## src/rtl/sfse_pkg.sv

```systemverilog
// Shared types and constants for the set-family star excess checker.
// No dependencies.
package sfse_pkg;

   localparam int MASK_W   = 8;
   localparam int COUNT_W  = 8;
   localparam int GROUND_W = 4;
   localparam int FAMILY_W = 9;
   localparam int DEGREE_W = 8;
   localparam int EXCESS_W = 10;
   localparam int ELIGIBLE_MIN = 3;

   typedef enum logic [2:0] {
      ST_LOAD,
      ST_SWEEP,
      ST_DRAIN,
      ST_PEAK,
      ST_DONE
   } state_type;

   // stored generator handed from one cell to the next on a load
   typedef struct packed {
      logic              valid;
      logic [MASK_W-1:0] mask;
      logic              fail;
   } slot_type;

   // broadcast load control
   typedef struct packed {
      logic              load;
      logic              clear;
      logic [MASK_W-1:0] mask;
   } load_type;

   // evaluation token swept through the chain
   typedef struct packed {
      logic              vld;
      logic              lst;
      logic [MASK_W-1:0] t;
      logic              in_cl;
      logic              hit;
      logic              fail;
   } token_type;

endpackage

```

## src/rtl/sfse_if.sv

```systemverilog
// Valid/ready channel interfaces for the set-family star excess checker.
// Depends on sfse_pkg.
interface sfse_req_if;
   logic                       valid;
   logic                       ready;
   logic [sfse_pkg::MASK_W-1:0] generator_mask;
   logic                       last;
   modport source (output valid, generator_mask, last, input ready);
   modport sink   (input valid, generator_mask, last, output ready);
endinterface

interface sfse_rsp_if;
   logic                          valid;
   logic                          ready;
   logic [sfse_pkg::FAMILY_W-1:0] family_size;
   logic [sfse_pkg::DEGREE_W-1:0] max_degree;
   logic signed [sfse_pkg::EXCESS_W-1:0] excess;
   logic [sfse_pkg::COUNT_W-1:0]  generator_total;
   logic                          pairwise_ok;
   logic                          eligible;
   logic                          violation;
   modport source (output valid, family_size, max_degree, excess, generator_total,
                   pairwise_ok, eligible, violation, input ready);
   modport sink   (input valid, family_size, max_degree, excess, generator_total,
                   pairwise_ok, eligible, violation, output ready);
endinterface

```

## src/rtl/set_family_star_excess_check.sv

```systemverilog
// Top level of the set-family star excess checker.
// Depends on sfse_pkg, sfse_if and sfse_cell.
//
// Generators arrive one per transaction on req_chan: the new mask enters the head of a row
// of MAX_GENERATORS cells and every stored mask moves one cell along, while each cell
// checks the arrival against its own mask for the pairwise test. A transaction marked
// last starts the evaluation: all 2**MAX_GROUND masks are swept through the row, one per
// cycle, each picking up whether it lies under a stored generator (so belongs to the
// down-closure) and whether it contains one, then the element degrees are scanned one
// element a cycle. The result waits in an output register, and further generators are
// taken while it waits; a new result is held back until the old one has gone. Ground
// size is written over csr_we/csr_wdata; the user must write it only while the block is
// idle, as the block itself does not enforce this.
module set_family_star_excess_check #(
   parameter int MAX_GENERATORS = 128,
   parameter int MAX_GROUND     = 8
) (
   input  logic                          clock,
   input  logic                          reset,
   input  logic                          csr_we,
   input  logic [sfse_pkg::GROUND_W-1:0] csr_wdata,
   sfse_req_if.sink                      req_chan,
   sfse_rsp_if.source                    rsp_chan
);
   import sfse_pkg::*;

   localparam int X_W        = $clog2(MAX_GROUND);

   state_type state_ff, state_in;

   logic [GROUND_W-1:0]   ground_ff;
   logic [GROUND_W-1:0]   ng;
   logic [MASK_W-1:0]     gmask;
   logic [MASK_W-1:0]     s;
   logic                  accept, full, do_load, do_clear;

   logic [COUNT_W-1:0]    count_ff;
   logic [MASK_W-1:0]     and_ff, or_ff;
   logic [MAX_GROUND-1:0] sweep_ff;
   logic [X_W-1:0]        x_ff;
   logic [FAMILY_W-1:0]   family_ff;
   logic [FAMILY_W-1:0]   deg_ff [MAX_GROUND];
   logic [FAMILY_W-1:0]   peak_ff;
   logic                  fail_ff;

   load_type  ctl;
   slot_type  slots [MAX_GENERATORS+1];
   token_type toks  [MAX_GENERATORS+1];
   token_type exit_tok;

   logic                  rsp_valid_ff;
   logic [FAMILY_W-1:0]   r_family_ff;
   logic [DEGREE_W-1:0]   r_degree_ff;
   logic [EXCESS_W-1:0]   r_excess_ff;
   logic [COUNT_W-1:0]    r_total_ff;
   logic                  r_pair_ff, r_elig_ff, r_viol_ff;
   logic [EXCESS_W-1:0]   excess;
   logic                  eligible;

   // clamp ground size and build the ground mask
   always_comb begin
      ng = ground_ff;
      if (ground_ff == '0) ng = GROUND_W'(1);
      if (ground_ff > GROUND_W'(MAX_GROUND)) ng = GROUND_W'(MAX_GROUND);
      for (int b = 0; b < MASK_W; b++) gmask[b] = (GROUND_W'(b) < ng);
   end

   assign s        = req_chan.generator_mask & gmask;
   assign full     = (count_ff == COUNT_W'(MAX_GENERATORS));
   assign accept   = req_chan.valid && req_chan.ready;
   assign do_load  = accept && !full;
   assign do_clear = (state_ff == ST_DONE) && !rsp_valid_ff;
   assign req_chan.ready = (state_ff == ST_LOAD);

   always_ff @(posedge clock) begin
      if (reset) ground_ff <= GROUND_W'(8);
      else if (csr_we) ground_ff <= csr_wdata;
   end

   // next state
   always_comb begin
      state_in = state_ff;
      unique case (state_ff)
         ST_LOAD:  if (accept && req_chan.last) state_in = ST_SWEEP;
         ST_SWEEP: if (sweep_ff == '1) state_in = ST_DRAIN;
         ST_DRAIN: if (exit_tok.vld && exit_tok.lst) state_in = ST_PEAK;
         ST_PEAK:  if (x_ff == X_W'(MAX_GROUND - 1)) state_in = ST_DONE;
         ST_DONE:  if (!rsp_valid_ff) state_in = ST_LOAD;
         default:  state_in = ST_LOAD;
      endcase
   end

   always_ff @(posedge clock) begin
      if (reset) state_ff <= ST_LOAD;
      else state_ff <= state_in;
   end

   // cell row: new mask enters at the head, stored masks advance one cell
   assign ctl.load  = do_load;
   assign ctl.clear = do_clear;
   assign ctl.mask  = s;
   assign slots[0].valid = 1'b1;
   assign slots[0].mask  = s;
   assign slots[0].fail  = 1'b0;

   always_comb begin
      toks[0].vld   = (state_ff == ST_SWEEP);
      toks[0].lst   = (sweep_ff == '1);
      toks[0].t     = MASK_W'(sweep_ff);
      toks[0].in_cl = 1'b0;
      toks[0].hit   = 1'b0;
      toks[0].fail  = 1'b0;
   end

   for (genvar i = 0; i < MAX_GENERATORS; i++) begin : g_cell
      sfse_cell u_cell (
         .clock      (clock),
         .reset      (reset),
         .ctl        (ctl),
         .slot_left  (slots[i]),
         .slot_right (slots[i+1]),
         .tok_left   (toks[i]),
         .tok_right  (toks[i+1])
      );
   end

   assign exit_tok = toks[MAX_GENERATORS];

   // running masks and count
   always_ff @(posedge clock) begin
      if (reset || do_clear) begin
         count_ff   <= '0;
         and_ff     <= '1;
         or_ff      <= '0;
      end else if (do_load) begin
         count_ff <= count_ff + COUNT_W'(1);
         and_ff   <= and_ff & s;
         or_ff    <= or_ff | s;
      end
   end

   // sweep counter and element scan counter
   always_ff @(posedge clock) begin
      if (reset) begin
         sweep_ff <= '0;
         x_ff     <= '0;
      end else begin
         if (state_ff == ST_SWEEP) sweep_ff <= sweep_ff + MAX_GROUND'(1);
         else sweep_ff <= '0;
         if (state_ff == ST_PEAK) x_ff <= x_ff + X_W'(1);
         else x_ff <= '0;
      end
   end

   // tally tokens leaving the row, then find the peak degree
   always_ff @(posedge clock) begin
      if (reset || do_clear) begin
         family_ff <= '0;
         peak_ff   <= '0;
         fail_ff   <= 1'b0;
         for (int x = 0; x < MAX_GROUND; x++) deg_ff[x] <= '0;
      end else begin
         if (exit_tok.vld) begin
            fail_ff <= fail_ff | exit_tok.fail;
            if (exit_tok.in_cl) begin
               if (exit_tok.hit) family_ff <= family_ff + FAMILY_W'(1);
               for (int x = 0; x < MAX_GROUND; x++)
                  if (GROUND_W'(x) < ng && exit_tok.t[x])
                     deg_ff[x] <= deg_ff[x] + FAMILY_W'(1);
            end
         end
         if (state_ff == ST_PEAK && GROUND_W'(x_ff) < ng && deg_ff[x_ff] > peak_ff)
            peak_ff <= deg_ff[x_ff];
      end
   end

   // result
   assign excess   = EXCESS_W'(family_ff) - EXCESS_W'(peak_ff);
   assign eligible = (count_ff >= COUNT_W'(ELIGIBLE_MIN)) && (and_ff == '0) &&
                     (or_ff == gmask);

   always_ff @(posedge clock) begin
      if (reset) rsp_valid_ff <= 1'b0;
      else if (do_clear) rsp_valid_ff <= 1'b1;
      else if (rsp_chan.ready) rsp_valid_ff <= 1'b0;
      if (do_clear) begin
         r_family_ff <= family_ff;
         r_degree_ff <= DEGREE_W'(peak_ff);
         r_excess_ff <= excess;
         r_total_ff  <= count_ff;
         r_pair_ff   <= !fail_ff;
         r_elig_ff   <= eligible;
         r_viol_ff   <= eligible && !excess[EXCESS_W-1] && (excess != '0);
      end
   end

   assign rsp_chan.valid           = rsp_valid_ff;
   assign rsp_chan.family_size     = r_family_ff;
   assign rsp_chan.max_degree      = r_degree_ff;
   assign rsp_chan.excess          = r_excess_ff;
   assign rsp_chan.generator_total = r_total_ff;
   assign rsp_chan.pairwise_ok     = r_pair_ff;
   assign rsp_chan.eligible        = r_elig_ff;
   assign rsp_chan.violation       = r_viol_ff;

endmodule

```

## src/rtl/sfse_cell.sv

```systemverilog
// One generator cell: holds a mask, checks arrivals against it and marks sweep tokens.
// Depends on sfse_pkg.
module sfse_cell (
   input  logic                clock,
   input  logic                reset,
   input  sfse_pkg::load_type  ctl,
   input  sfse_pkg::slot_type  slot_left,
   output sfse_pkg::slot_type  slot_right,
   input  sfse_pkg::token_type tok_left,
   output sfse_pkg::token_type tok_right
);
   import sfse_pkg::*;

   logic              valid_ff, valid_in;
   logic              fail_ff, fail_in;
   logic [MASK_W-1:0] mask_ff;
   token_type         tok_ff, tok_in;
   logic [MASK_W-1:0] meet;
   logic              clash;

   always_comb begin
      meet  = mask_ff & ctl.mask;
      clash = valid_ff && (meet == '0 || meet == ctl.mask || meet == mask_ff);
      slot_right.valid = valid_ff;
      slot_right.mask  = mask_ff;
      slot_right.fail  = fail_ff | clash;
      valid_in = valid_ff;
      fail_in  = fail_ff;
      if (ctl.clear) begin
         valid_in = 1'b0;
         fail_in  = 1'b0;
      end else if (ctl.load) begin
         valid_in = slot_left.valid;
         fail_in  = slot_left.fail;
      end
      tok_in       = tok_left;
      // mark the token as lying under this mask (down-closure) or holding it
      tok_in.in_cl = tok_left.in_cl | (valid_ff && ((tok_left.t & ~mask_ff) == '0));
      tok_in.hit   = tok_left.hit | (valid_ff && ((tok_left.t & mask_ff) == mask_ff));
      tok_in.fail  = tok_left.fail | fail_ff;
   end

   always_ff @(posedge clock) begin
      if (reset) begin
         valid_ff   <= 1'b0;
         fail_ff    <= 1'b0;
         tok_ff.vld <= 1'b0;
      end else begin
         valid_ff   <= valid_in;
         fail_ff    <= fail_in;
         tok_ff.vld <= tok_in.vld;
      end
      if (ctl.load) mask_ff <= slot_left.mask;
      tok_ff.lst   <= tok_in.lst;
      tok_ff.t     <= tok_in.t;
      tok_ff.in_cl <= tok_in.in_cl;
      tok_ff.hit   <= tok_in.hit;
      tok_ff.fail  <= tok_in.fail;
   end

   assign tok_right = tok_ff;

endmodule
```

## src/flat_wrapper.sv

```systemverilog
// flat-port wrapper written by rule: the top's interface ports become plain ports
module set_family_star_excess_check_flat import sfse_pkg::*;
#(
   parameter int MAX_GENERATORS = 128,
   parameter int MAX_GROUND     = 8
)
  (clock, reset, csr_we, csr_wdata, req_chan_valid, req_chan_generator_mask, req_chan_last, req_chan_ready, rsp_chan_valid, rsp_chan_family_size, rsp_chan_max_degree, rsp_chan_excess, rsp_chan_generator_total, rsp_chan_pairwise_ok, rsp_chan_eligible, rsp_chan_violation, rsp_chan_ready);
  sfse_req_if req_chan_i ();
  sfse_rsp_if rsp_chan_i ();
  input  logic clock;
  input  logic reset;
  input  logic csr_we;
  input  logic [sfse_pkg::GROUND_W-1:0] csr_wdata;
  input wire logic [$bits(req_chan_i.valid)-1:0] req_chan_valid;
  input wire logic [$bits(req_chan_i.generator_mask)-1:0] req_chan_generator_mask;
  input wire logic [$bits(req_chan_i.last)-1:0] req_chan_last;
  output wire logic [$bits(req_chan_i.ready)-1:0] req_chan_ready;
  output wire logic [$bits(rsp_chan_i.valid)-1:0] rsp_chan_valid;
  output wire logic [$bits(rsp_chan_i.family_size)-1:0] rsp_chan_family_size;
  output wire logic [$bits(rsp_chan_i.max_degree)-1:0] rsp_chan_max_degree;
  output wire logic [$bits(rsp_chan_i.excess)-1:0] rsp_chan_excess;
  output wire logic [$bits(rsp_chan_i.generator_total)-1:0] rsp_chan_generator_total;
  output wire logic [$bits(rsp_chan_i.pairwise_ok)-1:0] rsp_chan_pairwise_ok;
  output wire logic [$bits(rsp_chan_i.eligible)-1:0] rsp_chan_eligible;
  output wire logic [$bits(rsp_chan_i.violation)-1:0] rsp_chan_violation;
  input wire logic [$bits(rsp_chan_i.ready)-1:0] rsp_chan_ready;
  assign req_chan_i.valid = req_chan_valid;
  assign req_chan_i.generator_mask = req_chan_generator_mask;
  assign req_chan_i.last = req_chan_last;
  assign req_chan_ready = req_chan_i.ready;
  assign rsp_chan_valid = rsp_chan_i.valid;
  assign rsp_chan_family_size = rsp_chan_i.family_size;
  assign rsp_chan_max_degree = rsp_chan_i.max_degree;
  assign rsp_chan_excess = rsp_chan_i.excess;
  assign rsp_chan_generator_total = rsp_chan_i.generator_total;
  assign rsp_chan_pairwise_ok = rsp_chan_i.pairwise_ok;
  assign rsp_chan_eligible = rsp_chan_i.eligible;
  assign rsp_chan_violation = rsp_chan_i.violation;
  assign rsp_chan_i.ready = rsp_chan_ready;
  set_family_star_excess_check #(.MAX_GENERATORS(MAX_GENERATORS), .MAX_GROUND(MAX_GROUND)) u_core (.clock(clock), .reset(reset), .csr_we(csr_we), .csr_wdata(csr_wdata), .req_chan(req_chan_i), .rsp_chan(rsp_chan_i));
endmodule
```

## config.mk

```make
export PLATFORM = sky130hd
export DESIGN_NAME = set_family_star_excess_check_flat
export DESIGN_NICKNAME = d
export VERILOG_FILES = /design/src/rtl/sfse_pkg.sv /design/src/rtl/sfse_if.sv /design/src/rtl/set_family_star_excess_check.sv /design/src/rtl/sfse_cell.sv /design/src/flat_wrapper.sv
export SDC_FILE = /design/constraint.sdc
export NUM_CORES = 2
export LEC_CHECK = 0
export ABC_AREA = 1
export BUFFER_PORTS_ARGS = -buffer_cell sky130_fd_sc_hd__clkbuf_2
export CAP_MARGIN = 20
export CORE_ASPECT_RATIO = 0.9
export CORE_MARGIN = 3
export CORE_UTILIZATION = 60
export DETAILED_ROUTE_END_ITERATION = 10
export PLACE_DENSITY = 0.79
export SKIP_CTS_REPAIR_TIMING = 1
export SLEW_MARGIN = 15
export SYNTH_ARGS = -nofsm -noshare
export SYNTH_HDL_FRONTEND = slang
export SYNTH_SLANG_ARGS = --single-unit
```

## constraint.sdc

```tcl
create_clock -name clock -period 50.5 [get_ports clock]
set_input_delay 15.15 -clock clock [delete_from_list [all_inputs] [get_ports clock]]
set_output_delay 15.15 -clock clock [all_outputs]
set_load 0.02 [all_outputs]
```

==> flow_summary.yaml <==
routing:
  ant_nets: 0
  viasPerCell: 6.02
  drcViolationCount: 0
  dr.pass1.iters: 8
  drt_iter0_drc: 14015
  num_vias: 104226
  avgRoutedWirePerCell_um: 20.2
  wl_um: 351000
logic_synthesis:
  syn_avg_cell_area_um2: 8.64
  syn_inst: 14540
  yosys.area.top_type: "dfxtp_1"
  synth_top_flop_cell: "dfxtp_1"
  synth-edff-count: 1134
  synth_warnings: 0
  synth_nets: 14593
  synth.top_cell.area_share_pct: 31.6
  synth_seq_cells: 3114
  async_flop_share_pct: 0
  ys_types: 44
  synth_area_um2: 126000
  synthTopCellsByArea: "dfxtp_1 (32%), edfxtp_1 (27%), nand2_1 (11%)"
  synth-seq-area-share_pct: 58.7
sta:
  post-route-period-util_pct: 37.4
  worst_clock_skew_ns: 0.0736
  setup_viol: 0
  tightest_slew_ns: 1.26
  setup_ws_ns: 31.62
  finalHoldViolCount: 0
  max_clock_freq_mhz: 53.0
  slew_headroom_pct: 16.0
  min_period_ns: 18.88
  drv_slew: 0
  rsz0062_at_grt: "false"
  tns_ns: 0
setup_path:
  reg2reg_to: "u_core.g_cell[112].u_cell.valid_ff"
  cp_data_arrival_time_ns: 19.71
  worstReg2RegStart: "u_core.state_ff[0]"
  cp-end-kind: "flip-flop"
  start_kind: "input port"
  worstPathRequired_ns: 51.33
  reg2reg_depth: 10
  critPathKind: "input port to flip-flop"
  critPathMaxFanout: 121
  rrSetupSlack_ns: 45.32
power:
  internal_power_mw: 4.51
  ir_drop_mv: 0.0461
  power_density_nw_per_um2: 46.1
  finalPower_mw: 6.36
  sw_frac_of_total_pct: 29.0
  p_sw_mw: 1.85
  clockPowerShare_pct: 36.5
  comb_power_share_pct: 14.2
  seq_power_share_pct: 49.3
  p_leak_nw: 61.2
floorplanning:
  ios: 58
  die-height_um: 440
  die_x_um: 488
  fp-row-count: 158
  die_area_um2: 215000
  coreArea_um2: 207000
  start_util_pct: 60.7
placed_design:
  io_buffers: 57
  placed_cell_area_um2: 128000
  place_congestion: 0.909
  preCtsSetupSlack_ns: 30.89
  dp_hpwl_um: 204000
final_layout:
  final_common_cell: "nand2_1"
  syn2layout_area_growth_pct: 9.79
  final_util_pct: 66.6
  layout-drive-gt1-share_pct: 6.26
  mostFrequentLayoutCells: "nand2_1 (3,558), dfxtp_1 (1,979), inv_1 (1,676)"
  nets: 14419
  postLayoutCellArea_um2: 138000
  antenna_cells: 0
  fill_cells: 15977
global_route:
  grt_first_pass_wirelength_um: 548000
  grt_pass1_vias: 97922
  grt_start_max_net_pins: 197
  antenna_found_initial: 1
  overflow: 0
  grtUsageTotal_pct: 31.7
cts:
  clock-sinks: 3114
  tritoncts: "done"
  cts_buffer_depth: 4
  htree_levels: 5
  numCtsBuffers: 314
  clk_pin_slew_worst_paths_ns: 0.06
  clock_latency_ns: 0.94
  cts-root-buf: "clkbuf_16"
outcome:
  status: "finished, final reports clean"
min_path:
  hold_path.class: "flip-flop to flip-flop"
  min-delay-start: "u_core.g_cell[67].u_cell.tok_right[11]"
  worstHoldPathCells: 0
  min_to: "u_core.g_cell[68].u_cell.tok_right[11]"
flow_run:
  drv_cap: 0
worst max path at each step:
stage,cells past startpoint,slack (ns),start,to
after floorplan,7,4.98,req_chan_valid,u_core.g_cell[105].u_cell.valid_ff
after global placement,10,31.02,req_chan_valid,u_core.g_cell[111].u_cell.fail_ff
after detailed placement,10,30.89,req_chan_valid,u_core.g_cell[110].u_cell.fail_ff
after CTS,10,31.81,req_chan_valid,u_core.g_cell[112].u_cell.valid_ff
after global routing,10,31.34,req_chan_valid,u_core.g_cell[112].u_cell.valid_ff
final,10,31.62,req_chan_valid,u_core.g_cell[112].u_cell.valid_ff
critical path, cell delays in order:
cell      delay, ns
clkbuf_2       0.09
inv_1          0.03
nor2_1         0.19
nand2_4        0.22
inv_8          0.51
buf_4          0.93
buf_4          0.84
buf_4          0.93
o21ai_0        0.24
a21oi_1        0.19
sequential cells by signal, indices dropped and copies added (netlist names):
name / flops
u_core.fail_ff: 1
u_core.count_ff: 8
u_core.state_ff: 3
u_core.g_cell.u_cell.valid_ff: 128
u_core.and_ff: 8
u_core.ground_ff: 4
u_core.rsp_chan.eligible: 1
u_core.deg_ff: 72
u_core.rsp_chan.max_degree: 8
u_core.x_ff: 3
u_core.g_cell.u_cell.tok_right: 1663
u_core.rsp_chan.excess: 10
u_core.peak_ff: 9
u_core.sweep_ff: 8
u_core.rsp_chan.generator_total: 8
u_core.or_ff: 8
u_core.rsp_chan.pairwise_ok: 1
u_core.rsp_chan.violation: 1
u_core.rsp_chan.valid: 1
u_core.rsp_chan.family_size: 9
u_core.g_cell.u_cell.fail_ff: 127
u_core.family_ff: 9
u_core.g_cell.u_cell.mask_ff: 1024
cell usage after synthesis (all sizes together), types with 2 or more instances:
master  instances
clkinv         93
o21a            5
o21ai         608
a21oi         469
o22ai         443
a21boi          9
a41o            5
a211oi         16
o221ai          9
buf           270
xnor2           5
nor3b          22
nand4         386
a21o           80
or2           133
inv          1684
nand3b         32
a221oi        242
edfxtp       1134
o31ai           2
dfxtp        1980
nor3           42
a22o           52
a31o          145
xor2            9
clkbuf        359
ha             34
nor4           88
nand2        3569
a31oi          11
nand3        1125
o21bai          5
nor2         1469
power by group through the flow:
stage / Combinational [mW] / Clock [mW] / Sequential [mW]
finish: 0.902 / 2.32 / 3.14
floorplan: 0.644 / 0 / 3.41
global placement: 0.849 / 0 / 3.17
detailed placement: 0.872 / 0 / 3.17
global route: 1.01 / 2.44 / 3.16
CTS: 0.881 / 2.34 / 3.12
metal layers:
| metal | track usage [%] | routed length (um) |
|---|---|---|
| met5 | 0.0453 | 13 |
| met4 | 12.4 | 13200 |
| met3 | 7.36 | 45100 |
| met2 | 47.7 | 151000 |
| met1 | 44.5 | 141000 |
kinds of logic after synthesis:
logic type | synth area share (%)
simple gates | 23.1
xor+xnor | 0.0976
buf+inv | 7.36
flops | 58.7
fa+ha+maj | 0.355
compound gates | 10.4
metrics by stage:
step                      instances  hold WS (ns)
after floorplan               14540         0.310
after global placement        16770         0.311
after detailed placement      16770         0.312
after CTS                     17325         0.303
after global routing          17325         0.311
final                         17325         0.295
area by class of cell:
cell class / instances / area [um2] / area share, %
Sequential cell: 3114 / 73700 / 53.4
Multi-Input combinational cell: 9020 / 42800 / 31.0
Clock buffer: 445 / 9190 / 6.66
Inverter: 1777 / 6710 / 4.86
Tap cell: 2720 / 3400 / 2.47
Timing Repair Buffer: 139 / 1060 / 0.768
Clock inverter: 110 / 1040 / 0.756
Power figures use the tool's default switching activity.
